<file path="config.mk">
export PLATFORM = sky130hd
export DESIGN_NAME = vdn_sqrt_cell
export DESIGN_NICKNAME = d
export VERILOG_FILES = /design/src/sv/vdn_pkg.sv /design/src/sv/vdn_sqrt_cell.sv
export SDC_FILE = /design/constraint.sdc
export NUM_CORES = 1
export LEC_CHECK = 0
export BUFFER_PORTS_ARGS = -buffer_cell sky130_fd_sc_hd__buf_4
export CAP_MARGIN = 20
export CORE_UTILIZATION = 40
export DETAILED_ROUTE_END_ITERATION = 12
export GPL_ROUTABILITY_DRIVEN = 0
export PLACE_DENSITY = 0.77
export SETUP_SLACK_MARGIN = 0.1
export SYNTH_ARGS = -nofsm -noshare
export SYNTH_HDL_FRONTEND = slang
export SYNTH_SLANG_ARGS = --single-unit
</file>
<file path="constraint.sdc">
create_clock -name clock -period 4.4 [get_ports clock]
set_clock_uncertainty 0.1 [all_clocks]
set_input_delay 0.44 -clock clock [delete_from_list [all_inputs] [get_ports clock]]
set_output_delay 0.44 -clock clock [all_outputs]
set_load 0.1 [all_outputs]
</file>
<file path="src/sv/vdn_pkg.sv">
// Shared constants for the vector distance and normalize pipeline.
package vdn_pkg;

   localparam int UNIT_WIDTH = 16;
   localparam int UNIT_FRAC = 14;
   localparam int DIV_STEPS = UNIT_FRAC + 1;
   localparam int LANES = 3;

endpackage

</file>
<file path="src/sv/vdn_sqrt_cell.sv">
// One digit step of the pipelined square root: two radicand bits per cell.
module vdn_sqrt_cell import vdn_pkg::*; #(
   parameter int RW = 17
) (
   input  logic              clock,
   input  logic              enable,
   input  logic [RW+1:0]     rem_i,
   input  logic [RW-1:0]     root_i,
   input  logic [2*RW-1:0]   rad_i,
   output logic [RW+1:0]     rem_o,
   output logic [RW-1:0]     root_o,
   output logic [2*RW-1:0]   rad_o
);

   logic [RW+3:0]   shifted;
   logic [RW+3:0]   trial;
   logic            take;
   logic [RW+3:0]   diff;
   logic [RW+1:0]   rem_in;
   logic [RW-1:0]   root_in;
   logic [2*RW-1:0] rad_in;
   logic [RW+1:0]   rem_ff;
   logic [RW-1:0]   root_ff;
   logic [2*RW-1:0] rad_ff;

   always_comb begin
      shifted = {rem_i, rad_i[2*RW-1:2*RW-2]};
      trial = {2'b00, root_i, 2'b01};
      take = (shifted >= trial);
      diff = shifted - trial;
      rem_in = take ? diff[RW+1:0] : shifted[RW+1:0];
      root_in = {root_i[RW-2:0], take};
      rad_in = {rad_i[2*RW-3:0], 2'b00};
   end

   always_ff @(posedge clock) begin
      if (enable) begin
         rem_ff <= rem_in;
         root_ff <= root_in;
         rad_ff <= rad_in;
      end
   end

   assign rem_o = rem_ff;
   assign root_o = root_ff;
   assign rad_o = rad_ff;

endmodule

</file>
==> results.ini <==
[status]
outcome = completed

[pwr]
leakage_nw = 2.074
peakVddDrop_mv = 0.1829
p_total_mw = 2.229
power_density_mw_per_mm2 = 467.3

[final_layout]
nets = 494
fin_area_mm2 = 0.004771
finish.utilization_pct = 57.77
final_cell_count_no_fill = 513
antennaDiodeCount = 0
syn2layout_area_growth_pct = 38.50
drive_gt1_share_pct = 43.38

[logic_synthesis]
synth_seq_cells = 68
yosysSeqAreaShare_pct = 59.28
synth_warnings = 0
synthDominantCellAreaShare_pct = 59.28
synthCells = 261
syn_area_mm2 = 0.003445
syn_area_per_cell_um2 = 13.20
synth_largest_area_cell = edfxtp_1
synth_area_leaders = edfxtp_1, ha_1, mux2_4, inv_1, a21oi_1
ys_types = 43
ys.flop_type = edfxtp_1
synth-edff-count = 68
postSynth.asyncResetShare_pct = 0

[clock_tree]
clk_pin_slew_ns = 0.08
max-clock-path-buffers = 2
htree_levels = 3
clock_sinks = 68
cts_tree = yes
cts-buffers-inserted = 9
cts_hold_buf = 0
post_cts_resized = 0
cts-root-buf = clkbuf_8
post_cts_buffers = 0

[die]
die_w_um = 94.80
die_y_um = 94.80
initial_core_util_pct = 41.71
die_area_mm2 = 0.008986
std_cell_rows = 33
io_pins = 142
core-area_mm2 = 0.008258

[global_routing]
track_usage_pct = 17.20
grt_max_degree = 69
grt_pass1_wl_um = 11670
grt_pass1_vias = 2484
antenna_found_initial = 0
grt-ovfl-total = 0

[worst_setup_path]
crit_arrival_ns = 2.61
worst_setup_path_end_kind = register
cp_max_fo = 10
cp_common_cell = buf_4
startpoint_type = primary input
crit_type = primary input to register
slowest_stage = or4_1
crit_chain = buf_4 -> inv_1 -> ha_1 -> and4_4 -> nand3_2 -> or4_1 -> nand3_1 -> a21oi_2 -> buf_4 -> mux2_4
slowest_delay_ns = 0.52
critPathRequiredTime_ns = 4.38

[timing]
timing.fmax_ghz = 0.3802
slew_headroom_pct = 42.41
rsz0062_at_grt = no
setup_viol = 0
hold_ws_ns = 0.1728
finalHoldViolations = 0
finalSetupTns_ns = 0
setup_ws_ns = 1.770
worst_pin_slew_ns = 0.8638
finalCritPeriodShare_pct = 59.78
slew_viol_final = 0
period_needed_ns = 2.630

[route]
routed_wirelength_um = 7753
post_drt_wl_per_cell_um = 15.11
detail_route.first_pass.iterations = 4
vias = 2546
vias_per_cell = 4.963
antenna_left = 0
drc = 0
drt-initial-drc-count = 78

[placement]
dpl_cell_area_mm2 = 0.004554
port_buffers = 139
hpwl_um = 5786
dpl.cell_count = 497
dpl_worst_slack_ns = 1.466

[flow_run]
maxCapViolCount = 0

[worst_hold_path]
hold_path_class = primary input to register

## worst paths after layout
check | startpoint | to | slack (ns) | depth (start not counted)
max | root_i[11] | rem_o[8]$_DFFE_PP_ | 1.77 | 10
min | rad_i[9] | rad_o[11]$_DFFE_PP_ | 0.17 | 1
## critical path: cells and delay by family
| kind | cells | cell delay, ns |
|---|---|---|
| simple gates | 4 | 1.02 |
| fa+ha+maj | 1 | 0.45 |
| buf+inv | 3 | 0.33 |
| mux | 1 | 0.31 |
| compound gates | 1 | 0.05 |
## cells in the mapped netlist, types with 2 or more instances
| library cell | number |
|---|---|
| a211oi_1 | 2 |
| a21oi_1 | 20 |
| a31oi_1 | 3 |
| buf_4 | 4 |
| buf_6 | 3 |
| clkbuf_2 | 3 |
| edfxtp_1 | 68 |
| ha_1 | 19 |
| inv_1 | 27 |
| mux2_4 | 14 |
| mux2i_1 | 4 |
| nand2_1 | 14 |
| nand2b_1 | 3 |
| nand3_1 | 3 |
| nand4_1 | 5 |
| nor2_1 | 9 |
| nor2b_1 | 2 |
| nor3_1 | 3 |
| o2111ai_1 | 3 |
| o211ai_1 | 3 |
| o21a_1 | 4 |
| o21ai_0 | 9 |
| o21ai_1 | 2 |
| o311ai_0 | 2 |
| xnor2_1 | 8 |
| xor2_1 | 7 |
## placed cells by master (no fill, tap or decap), types with 2 or more instances in the layout
cell type   Yosys  routed
o2111ai_1       3       3
inv_1          27      27
buf_4           4     141
a21oi_1        20      20
ha_1           19      19
nand2_1        14      14
nand3_1         3       3
xnor2_1         8       8
o311ai_0        2       2
edfxtp_1       68      68
o21a_1          4       4
nor2b_1         2       2
clkinvlp_4      0       2
o211ai_1        3       3
nor2_1          9       9
a31oi_1         3       3
o21ai_0         9       9
nand4_1         5       5
bufinv_16       0       2
xor2_1          7       7
a211oi_1        2       2
clkbuf_8        0       9
o21ai_1         2       2
conb_1          1       2
mux2i_1         4       4
nor3_1          3       3
nand2b_1        3       3
mux2_4         14      14
## state kept, by name, summed over array words and instances, names as in the netlist
signal	count
rem_o	19
root_o	17
rad_o	32
## logic make-up (layout without fill, tap and decap cells)
logic type	after synthesis	after routing	share of synthesized area (%)
muxes	19	19	7.592
DFF	68	68	59.28
and+or+nand+nor	46	46	6.865
xor gates and xnor gates	15	15	3.814
other	1	2	0.1089
adders and majority gates	19	19	6.902
buffers and inverters	38	184	5.376
AOI/OAI and AO/OA	55	55	10.06
## layer usage
metal	wire length [µm]	GRT usage [%]	vias up
met5	0	0	-
li1	-	-	1249
met3	683	4.911	6
met4	74	7.071	0
met1	3359	21.39	1159
met2	3636	27.94	132
## cell type report
cell class | count | area (µm²)
Fill cell | 706 | 3487
Sequential cell | 68 | 2042
Multi-Input combinational cell | 156 | 1221
Timing Repair Buffer | 141 | 1059
Tap cell | 105 | 131.4
Clock buffer | 10 | 127.6
Inverter | 27 | 101.3
Clock inverter | 6 | 88.84
## power breakdown
part | leakage [nW] | switching [mW] | internal, mW
Clock | 0.102 | 0.238 | 0.319
Combinational | 1.31 | 0.636 | 0.224
Sequential | 0.666 | 0.0182 | 0.794
Total | 2.07 | 0.892 | 1.34
No activity file was read; power rests on OpenSTA's default activity.
