[src/sv/vdn_pkg.sv]
// Shared constants for the vector distance and normalize pipeline.
package vdn_pkg;

   localparam int UNIT_WIDTH = 16;
   localparam int UNIT_FRAC = 14;
   localparam int DIV_STEPS = UNIT_FRAC + 1;
   localparam int LANES = 3;

endpackage

[src/sv/vdn_div_cell.sv]
// One quotient bit of the restoring divide, for all three components at once.
module vdn_div_cell import vdn_pkg::*; #(
   parameter int RW = 17,
   parameter bit FIRST = 1'b0
) (
   input  logic                            clock,
   input  logic                            enable,
   input  logic [RW-1:0]                   den_i,
   input  logic [LANES-1:0][RW:0]          rem_i,
   input  logic [LANES-1:0][DIV_STEPS-1:0] quo_i,
   output logic [RW-1:0]                   den_o,
   output logic [LANES-1:0][RW:0]          rem_o,
   output logic [LANES-1:0][DIV_STEPS-1:0] quo_o
);

   logic [LANES-1:0][RW:0]          part;
   logic [LANES-1:0]                ge;
   logic [LANES-1:0][RW:0]          rem_in;
   logic [LANES-1:0][DIV_STEPS-1:0] quo_in;
   logic [RW-1:0]                   den_ff;
   logic [LANES-1:0][RW:0]          rem_ff;
   logic [LANES-1:0][DIV_STEPS-1:0] quo_ff;

   always_comb begin
      for (int k = 0; k < LANES; k++) begin
         part[k] = FIRST ? rem_i[k] : {rem_i[k][RW-1:0], 1'b0};
         ge[k] = (part[k] >= {1'b0, den_i});
         rem_in[k] = ge[k] ? part[k] - {1'b0, den_i} : part[k];
         quo_in[k] = {quo_i[k][DIV_STEPS-2:0], ge[k]};
      end
   end

   always_ff @(posedge clock) begin
      if (enable) begin
         den_ff <= den_i;
         rem_ff <= rem_in;
         quo_ff <= quo_in;
      end
   end

   assign den_o = den_ff;
   assign rem_o = rem_ff;
   assign quo_o = quo_ff;

endmodule

[config.mk]
export PLATFORM = sky130hd
export DESIGN_NAME = vdn_div_cell
export DESIGN_NICKNAME = d
export VERILOG_FILES = /design/src/sv/vdn_pkg.sv /design/src/sv/vdn_div_cell.sv
export SDC_FILE = /design/constraint.sdc
export NUM_CORES = 1
export LEC_CHECK = 0
export ABC_AREA = 1
export CORE_ASPECT_RATIO = 1.75
export CORE_MARGIN = 2
export CORE_UTILIZATION = 60
export CTS_CLUSTER_DIAMETER = 30
export DETAILED_ROUTE_END_ITERATION = 10
export DONT_BUFFER_PORTS = 1
export PLACE_DENSITY = 0.76
export SYNTH_ARGS = -nofsm -noshare
export SYNTH_HDL_FRONTEND = slang
export SYNTH_SLANG_ARGS = --single-unit
[constraint.sdc]
create_clock -name clock -period 6.5 [get_ports clock]
set_input_delay 1.625 -clock clock [delete_from_list [all_inputs] [get_ports clock]]
set_output_delay 1.625 -clock clock [all_outputs]
set_load 0.03 [all_outputs]
==> metrics, run 1 <==
Die Wd=91.5 um; vias in the first global route=6,531; WL final=21.2 mm; CP endpoint kind=flip-flop; synthesized instance count=1,057; largest net degree at the start of global routing=117; Slew headroom=61.5%; die area=14,400 um^2; row cnt=56; most common cell in the synthesized netlist=nand2_1; PwrDens=285 nW/um^2; Post-Syn Nets=1,229; Yosys cell types=29; sequential-to-total area share from yosys stat=43.3%; post-DP HPWL=16.3 mm; via-per-instance ratio=5.27; hold buffer count at cts=0; initial antenna violation count=0; EDFF count, synth=116; DRC viols=0; worst slack, placed=2.86 ns; Clock power frac=37.2%; Gate power share=17.5%; Die Span Y=157 um; final hold slack=1.30 ns; Syn Area/Cell=7.61 um^2; Period minus WS final=3.22 ns; worst hold path cell count=0; Port Buf Inserts=0; Pleak=0.00457 uW; area grow syn2layout=8.96%; CP max-delay cell=nor2_4; worst-path maximum fanout=17; gr busiest metal=met2; Worst-Margin Slew=0.576 ns; CTS Buf Count=17; Flop pwr share=45.3%; GR Util met2=58.2%; mapped cell area=8040 um^2; Setup-failing EPs final=0; post-cts gate resize count=0; Crit path required time=6.78 ns; Setup Buffers After CTS=0; Worst Path Arrival=3.50 ns; Post-DRT Antenna Nets=0; Num Clock Sinks=116; layout cells sized above 1=8.69%; share of the synthesized area in the top cell type=43.3%; Iter 0 DRT Violations=313; top cells by area, synth=edfxtp_1 (43%), nand2_1 (22%), inv_1 (8.5%), ha_1 (7.9%), nand3_1 (3.1%); final worst slack=3.28 ns; CP max stage delay=0.40 ns; Clock H-tree levels=4; Critical Path Start Type=primary input; worst-path cell chain=inv_1 > ha_1 > nand2_1 > inv_1 > nand2_1 > nand2_1 > a21oi_1 > nand3_1 > nor2_4 > nand2_1 > nand2_1; setup TNS=0 ns; max capacitance violation total=0; ys flop type=edfxtp_1; grt met1 use=26.8%; number of iterations in the first detailed-routing pass=5; Layout Cells excl Fill=1,256; Initial Util=60.7%; first-pass GRT wire length=32.2 mm; CTS tree=done; Fin. Hold Viols=0; switching share of power=34.0%; post-synth top area cell=edfxtp_1; status=complete, no violations; ANT cells=0; asr flop ratio synth=0%; placer's final routability congestion estimate=0.919; fin nets=1,241; total number of vias=6,614; Clock transition at path regs=0.06 ns; RSZ-0062 raised after global routing=no; Ys Warns=0; M3 GR Usage=6.94%; CORE AREA=13,200 um^2; Final Slew Violations=0; Max Fclk=0.311 GHz; Hold Path Class=primary input to flip-flop; period utilization=49.5%; Synth Register Bits=116; Total GRT Usage=29.5%; Inst Count DP=1,224; Layout Utilization=66.2%; Pint=1650 uW; Setup CP Type=primary input to flip-flop; CTS max path bufs=2; routed len/inst=16.8 um; most frequent cells after synthesis=nand2_1 (471), inv_1 (181), edfxtp_1 (116); VDD IR-drop max=0.000198 V; GRT Residual Overflow=0; Most common cell on crit path=nand2_1; Psw=851 uW; root buf cell=clkbuf_16; io pins=234
## sequential cells by signal, summed over array words and instances, names as in the netlist
signal  cells
den_o      17
quo_o      45
rem_o      54
## metrics by stage
step	total power, uW	cell area (um^2)
final	2500	8760
after global routing	2600	8760
after CTS	2500	8760
after detailed placement	1580	8180
after global placement	1570	8180
after floorplan	1480	8040
## cells by family after synthesis
logic type	count (synthesis)	synth area share [%]
flops	116	43.3
compound gates	33	2.47
xor+xnor	22	2.40
buf+inv	203	10.1
simple gates	629	33.0
fa+ha+maj	54	8.68
## layer usage
| layer | vias to the layer above | wire length [um] |
|---|---|---|
| li1 | 3310 | - |
| met1 | 2985 | 6900 |
| met2 | 262 | 11800 |
| met3 | 57 | 1530 |
| met4 | 0 | 987 |
| met5 | - | 0 |
## worst max-delay path: cells and delay by family
kind / cells / cell delay, ns
adder cells (fa/ha/maj): 1 / 0.34
buffers and inverters: 2 / 0.25
AND/OR/NAND/NOR: 7 / 1.09
AO/OA/AOI/OAI: 1 / 0.19
## cell type report
class	count	area (um^2)
well taps	174	218
multi-input cells	738	3740
inverters	196	736
flip-flops and latches	116	3480
fillers	1128	4480
clock inverters	14	154
clock buffers	18	429
## layout by cell type, fill, tap and decap left out, drive strengths merged
cell / netlist / layout
a21oi: 30 / 30
and2: 1 / 1
bufinv: 0 / 2
clkbuf: 0 / 18
clkinv: 2 / 5
clkinvlp: 0 / 6
edfxtp: 116 / 116
fa: 3 / 3
ha: 51 / 51
inv: 194 / 197
nand2: 496 / 496
nand3: 54 / 54
nand4: 10 / 10
nor2: 55 / 55
nor3: 12 / 12
o21ai: 3 / 3
or2: 1 / 1
xnor2: 7 / 7
xor2: 15 / 15
## power groups by stage
| stage | Sequential [uW] | Combinational [uW] | Clock (uW) |
|---|---|---|---|
| finish | 1130 | 437 | 930 |
| global route | 1140 | 497 | 962 |
| CTS | 1140 | 434 | 931 |
| detailed placement | 1150 | 430 | 0 |
| global placement | 1150 | 423 | 0 |
| floorplan | 1130 | 343 | 0 |
## final timing paths
path,slack [ns],start,to
max,3.28,den_i[13],rem_o[32]$_DFFE_PP_
min,1.30,quo_i[19],quo_o[20]$_DFFE_PP_
Power figures use the tool's default switching activity.
==> inputs of run 2 (changes only) <==
--- a/config.mk
+++ b/config.mk
@@ -5,10 +5,10 @@
 export SDC_FILE = /design/constraint.sdc
 export NUM_CORES = 1
 export LEC_CHECK = 0
-export ABC_AREA = 1
+export ABC_AREA = 0
 export CORE_ASPECT_RATIO = 1.75
 export CORE_MARGIN = 2
-export CORE_UTILIZATION = 60
+export CORE_UTILIZATION = 58
 export CTS_CLUSTER_DIAMETER = 30
 export DETAILED_ROUTE_END_ITERATION = 10
 export DONT_BUFFER_PORTS = 1
==> constraint.sdc (replaced) <==
create_clock -name clock -period 2.7 [get_ports clock]
set_input_delay 0.675 -clock clock [delete_from_list [all_inputs] [get_ports clock]]
set_output_delay 0.675 -clock clock [all_outputs]
set_load 0.03 [all_outputs]
==> run 2 against run 1 <==
Compared with the run above:
- combinational power rose to 2.7 times the previous value
- critical path type unchanged
- utilization rose by 6.9 points
- sequential share of layout area rose by 0.17 points
- setup slack got worse by 3.2 ns
- largest power group unchanged
- global-route usage barely moved
- power rose to 2.5 times the previous value
- clock power rose to 2.5 times the previous value
- area after synthesis fell by 13%
- highest routed layer unchanged
- sequential power rose by 150%
- count of clock-buffer cells in the layout fell by 1
==> metrics, run 2 <==
status=complete, no violations; synthesized instance count=631; commonest non-fill, non-tap cells in the layout=buf_4 (121), edfxtp_1 (116), nand2_1 (48); Cell Area, Placed=8110 um^2; Worst Path Arrival=2.78 ns; mapped cell area=7010 um^2; RSZ-0062 raised after global routing=no; die area=13,000 um^2; Ys Warns=0; Flop pwr share=44.0%; Clock power frac=37.2%; GRT Residual Overflow=0; CTS max path bufs=2; worst-path maximum fanout=4; Clock transition at path regs=0.06 ns; Critical Path Start Type=primary input; DRC viols=0; Setup CP Type=primary input to flip-flop; Die Wd=87.1 um; CP max-delay cell=or4_1; post-cts gate resize count=0; asr flop ratio synth=0%; Fillers=809; Final Slew Violations=0; post-DP HPWL=15.0 mm; Setup-failing EPs final=0; min-delay src=quo_i[13]; first-pass GRT wire length=28.8 mm; top cells by area, synth=edfxtp_1 (50%), ha_1 (9.1%), a21oi_1 (3.3%), o21ai_0 (2.9%), mux2_2 (2.6%); Layout Utilization=73.1%; WL final=19.4 mm; period utilization=96.8%; ys flop type=edfxtp_1; Setup Buffers After CTS=0; most frequent cells after synthesis=edfxtp_1 (116), ha_1 (51), nand2_1 (48); CP max stage delay=0.60 ns; placer's final routability congestion estimate=0.898; Most common cell on crit path=inv_1; VDD IR-drop max=0.000433 V; area grow syn2layout=24.4%; initial antenna violation count=0; Gate power share=18.8%; most common cell in the synthesized netlist=edfxtp_1; Period minus WS final=2.61 ns; max FFs per register=54; Clock H-tree levels=4; area of the multi-input gates=3380 um^2; switching share of power=31.2%; EDFF count, synth=116; fin nets=918; share of the synthesized area in the top cell type=49.7%; Post-DRT Antenna Nets=0; Worst-Margin Slew=0.412 ns; Crit path required time=2.87 ns; final hold slack=0.347 ns; largest net degree at the start of global routing=117; Hold Path Class=primary input to flip-flop; CORE AREA=11,900 um^2; row cnt=53; Seq. cell area=3480 um^2; root buf cell=clkbuf_16; Fin. Hold Viols=0; Total GRT Usage=29.4%; Psw=1970 uW; Die Span Y=149 um; max capacitance violation total=0; layout cells sized above 1=27.0%; hold buffer count at cts=0; PwrDens=722 nW/um^2; Slew headroom=71.8%; CTS Buf Count=17; Pleak=0.00355 uW; sequential-to-total area share from yosys stat=49.7%; CP endpoint kind=flip-flop; Syn Area/Cell=11.1 um^2; Yosys cell types=64; Post-Syn Nets=803; Pint=4330 uW; Iter 0 DRT Violations=272; Synth Register Bits=116; routed len/inst=21.6 um; CTS tree=done; hold path endpoint=quo_o[14]$_DFFE_PP_; most common cell after layout, fill and taps aside=buf_4; via-per-instance ratio=6.24; ANT cells=0; total number of vias=5,589; setup TNS=0 ns; vias in the first global route=5,682; Num Clock Sinks=116; Port Buf Inserts=0; worst hold path cell count=0; worst-path cell chain=inv_1 > ha_1 > nand4_1 > or4_1 > o221ai_1 > o21ba_2 > inv_1 > mux2_2; PnR Total Power=6300 uW; io pins=234; design area=8720 um^2; Max Fclk=0.383 GHz; number of iterations in the first detailed-routing pass=5; post-synth top area cell=edfxtp_1; Initial Util=58.7%
## run 2: stage by stage
| stage | worst slack (ns) | cells |
|---|---|---|
| after floorplan | -0.325 | 631 |
| after global placement | -0.279 | 864 |
| after detailed placement | -0.317 | 864 |
| after CTS | 0.115 | 896 |
| after global routing | 0.0126 | 896 |
| final | 0.0866 | 896 |
## run 2: cell families (layout without fill, tap and decap cells)
group	count (synthesis)	after routing	share of synthesized area, %
xor gates and xnor gates	35	35	4.37
muxes	22	22	3.57
AOI/OAI and AO/OA	179	179	17.1
DFF	116	116	49.7
adders and majority gates	54	54	9.96
and+or+nand+nor	164	164	11.5
buffers and inverters	61	189	3.80
## run 2: power by group through the flow
stage	Clock [uW]	Combinational, uW	Sequential [uW]
final	2340	1190	2770
after floorplan	0	774	2770
after global placement	0	1120	2800
after detailed placement	0	1160	2810
after CTS	2370	1180	2770
after global routing	2430	1290	2790
## run 2: critical path, delay by kind of cell
kind	cells	cell delay (ns)
simple gates	2	0.74
mux	1	0.35
buf+inv	2	0.27
compound gates	2	0.38
fa+ha+maj	1	0.36
## run 2: area by class of cell
type	count	share of cell area, %
Inverter	36	1.84
Multi-Input combinational cell	454	38.8
Sequential cell	116	39.9
Clock inverter	15	2.21
Clock buffer	17	4.88
Tap cell	137	1.96
Timing Repair Buffer	121	10.4
## run 2: per-layer routing
layer | vias up | GRT usage, % | wire length, um
met3 | 81 | 7.83 | 1320
met5 | - | 0 | 0
li1 | 2613 | - | -
met1 | 2614 | 28.2 | 6440
met2 | 281 | 53.7 | 10400
met4 | 0 | 18.8 | 1250
## run 2: worst max path at each step
| stage | start | endpoint | slack, ns | cells past startpoint |
|---|---|---|---|---|
| floorplan | den_i[11] | rem_o[48]$_DFFE_PP_ | -0.32 | 11 |
| finish | den_i[8] | rem_o[32]$_DFFE_PP_ | 0.09 | 8 |
| global route | den_i[8] | rem_o[27]$_DFFE_PP_ | 0.01 | 8 |
| detailed placement | den_i[8] | rem_o[32]$_DFFE_PP_ | -0.32 | 8 |
| global placement | den_i[5] | rem_o[12]$_DFFE_PP_ | -0.28 | 8 |
| CTS | den_i[8] | rem_o[32]$_DFFE_PP_ | 0.12 | 8 |
==> inputs of run 3 (changes only) <==
--- a/config.mk
+++ b/config.mk
@@ -5,14 +5,15 @@
 export SDC_FILE = /design/constraint.sdc
 export NUM_CORES = 1
 export LEC_CHECK = 0
-export ABC_AREA = 0
+export ABC_AREA = 1
 export CORE_ASPECT_RATIO = 1.75
 export CORE_MARGIN = 2
-export CORE_UTILIZATION = 58
+export CORE_UTILIZATION = 59
 export CTS_CLUSTER_DIAMETER = 30
 export DETAILED_ROUTE_END_ITERATION = 10
 export DONT_BUFFER_PORTS = 1
-export PLACE_DENSITY = 0.76
+export PLACE_DENSITY = 0.78
+export SETUP_SLACK_MARGIN = 0.1
 export SYNTH_ARGS = -nofsm -noshare
 export SYNTH_HDL_FRONTEND = slang
 export SYNTH_SLANG_ARGS = --single-unit
==> run 3 against run 2 <==
Compared with the run above:
- sequential share of layout area shrank 0.64 points
- utilization shrank 6.8 points
- count of clock-buffer cells in the layout grew 1
- largest cell class is now multi-input combinational cells
- first-iteration DRC count up 40%
- critical path type unchanged
- largest power group unchanged
==> metrics, run 3 (synthesized netlist as in run 1, its figures left out) <==
status=complete, no violations; total number of vias=6,727; Critical Path Start Type=primary input; Slew headroom=76.3%; ANT cells=0; Flop pwr share=45.1%; placer's final routability congestion estimate=0.964; worst hold path cell count=0; root buf cell=clkbuf_16; PwrDens=683 nW/um^2; setup TNS=0 ns; Pleak=0.00465 uW; Iter 0 DRT Violations=381; largest net degree at the start of global routing=117; routed len/inst=17.1 um; Setup CP Type=primary input to flip-flop; fin nets=1,250; period utilization=83.9%; number of iterations in the first detailed-routing pass=5; switching share of power=34.0%; Initial Util=60.1%; VDD IR-drop max=0.000406 V; DRC viols=0; RSZ-0062 raised after global routing=no; min-delay src=quo_i[33]; layout cells sized above 1=9.44%; Num Clock Sinks=116; Post-DRT Antenna Nets=0; initial antenna violation count=0; Setup Buffers After CTS=0; vias in the first global route=6,537; Fin. Hold Viols=0; PnR Total Power=6050 uW; Port Buf Inserts=0; Gate power share=17.8%; Setup-failing EPs final=0; CTS Buf Count=17; CORE AREA=13,400 um^2; max FFs per register=54; Max Fclk=0.441 GHz; Crit path required time=2.86 ns; Psw=2060 uW; Worst Path Arrival=2.43 ns; Worst-Margin Slew=0.355 ns; most common cell after layout, fill and taps aside=nand2_1; CTS tree=done; io pins=234; worst-path maximum fanout=11; Clock transition at path regs=0.06 ns; GRT Residual Overflow=0; Fillers=1,139; max capacitance violation total=0; first-pass GRT wire length=32.1 mm; Die Wd=92.2 um; Clock H-tree levels=4; post-DP HPWL=16.5 mm; Period minus WS final=2.27 ns; die area=14,600 um^2; Pint=4000 uW; Die Span Y=158 um; Clock power frac=37.1%; commonest non-fill, non-tap cells in the layout=nand2_1 (471), inv_1 (181), edfxtp_1 (116); CTS max path bufs=2; hold path endpoint=quo_o[34]$_DFFE_PP_; area grow syn2layout=10.3%; Crit. Startpoint=den_i[14]; Final Slew Violations=0; hold buffer count at cts=0; post-cts gate resize count=0; WL final=21.6 mm; Total GRT Usage=29.3%; via-per-instance ratio=5.32; CP endpoint kind=flip-flop; Hold Path Class=primary input to flip-flop; row cnt=56
## run 3: changes by cell type in the layout (fill, tap and decap cells not counted), moves of 24 or more
cell	delta
o21ai_0	-36
nand3_1	+31
buf_4	-115
nand2_2	+24
inv_1	+152
nand2_1	+423
## run 3: final cells by class
| class | instances | area (um^2) | area share (%) |
|---|---|---|---|
| Multi-Input combinational cell | 738 | 3740 | 42.2 |
| Sequential cell | 116 | 3480 | 39.3 |
| Inverter | 196 | 736 | 8.30 |
| Clock buffer | 18 | 429 | 4.84 |
| Tap cell | 174 | 218 | 2.46 |
| Clock inverter | 14 | 153 | 1.72 |
| Timing Repair Buffer | 9 | 105 | 1.19 |
## run 3: critical path: stages
cell and delay (ns):
inv_1 0.11, ha_1 0.48, nand2_1 0.12, nor2_2 0.14, inv_1 0.06, nor2_2 0.14, nand3_1 0.14, nor2_2 0.15
nor2_4 0.06, buf_12 0.14, nand2_1 0.09, nand2_1 0.09
## run 3: through the flow
stage          instances  setup slack, ns  hold WS (ns)  instance area [um^2]  util [%]
5_1_grt             1265            0.367         0.337                  8860      66.2
2_1_floorplan       1057            0.487         0.774                  8040         -
4_1_cts             1265            0.487         0.342                  8860      66.2
6_report            1265            0.434         0.345                  8860      66.2
3_5_place_dp        1233            0.134         0.774                  8280      61.9
3_3_place_gp        1233            0.149         0.774                  8280      61.9
## run 3: worst max-delay path by stage
stage                                to  cells past startpoint
detailed placement  rem_o[50]$_DFFE_PP_                     10
CTS                 rem_o[30]$_DFFE_PP_                     12
global route        rem_o[30]$_DFFE_PP_                     12
finish              rem_o[30]$_DFFE_PP_                     12
global placement    rem_o[25]$_DFFE_PP_                     12
floorplan           rem_o[17]$_DFFE_PP_                     11
## run 3: metal layers
| metal | track usage, % | vias up | routed length [um] |
|---|---|---|---|
| met1 | 26.6 | 3018 | 7100 |
| met2 | 57.4 | 304 | 11900 |
| met5 | 0 | - | 0 |
| met4 | 15.9 | 0 | 1030 |
| met3 | 8.05 | 73 | 1620 |
| li1 | - | 3332 | - |
## run 3: power groups by stage
stage	clock, uW	sequential (uW)	combinational (uW)
2_1_floorplan	0	2730	827
3_3_place_gp	0	2760	1040
3_5_place_dp	0	2770	1060
4_1_cts	2250	2730	1070
5_1_grt	2320	2740	1220
6_report	2240	2730	1080
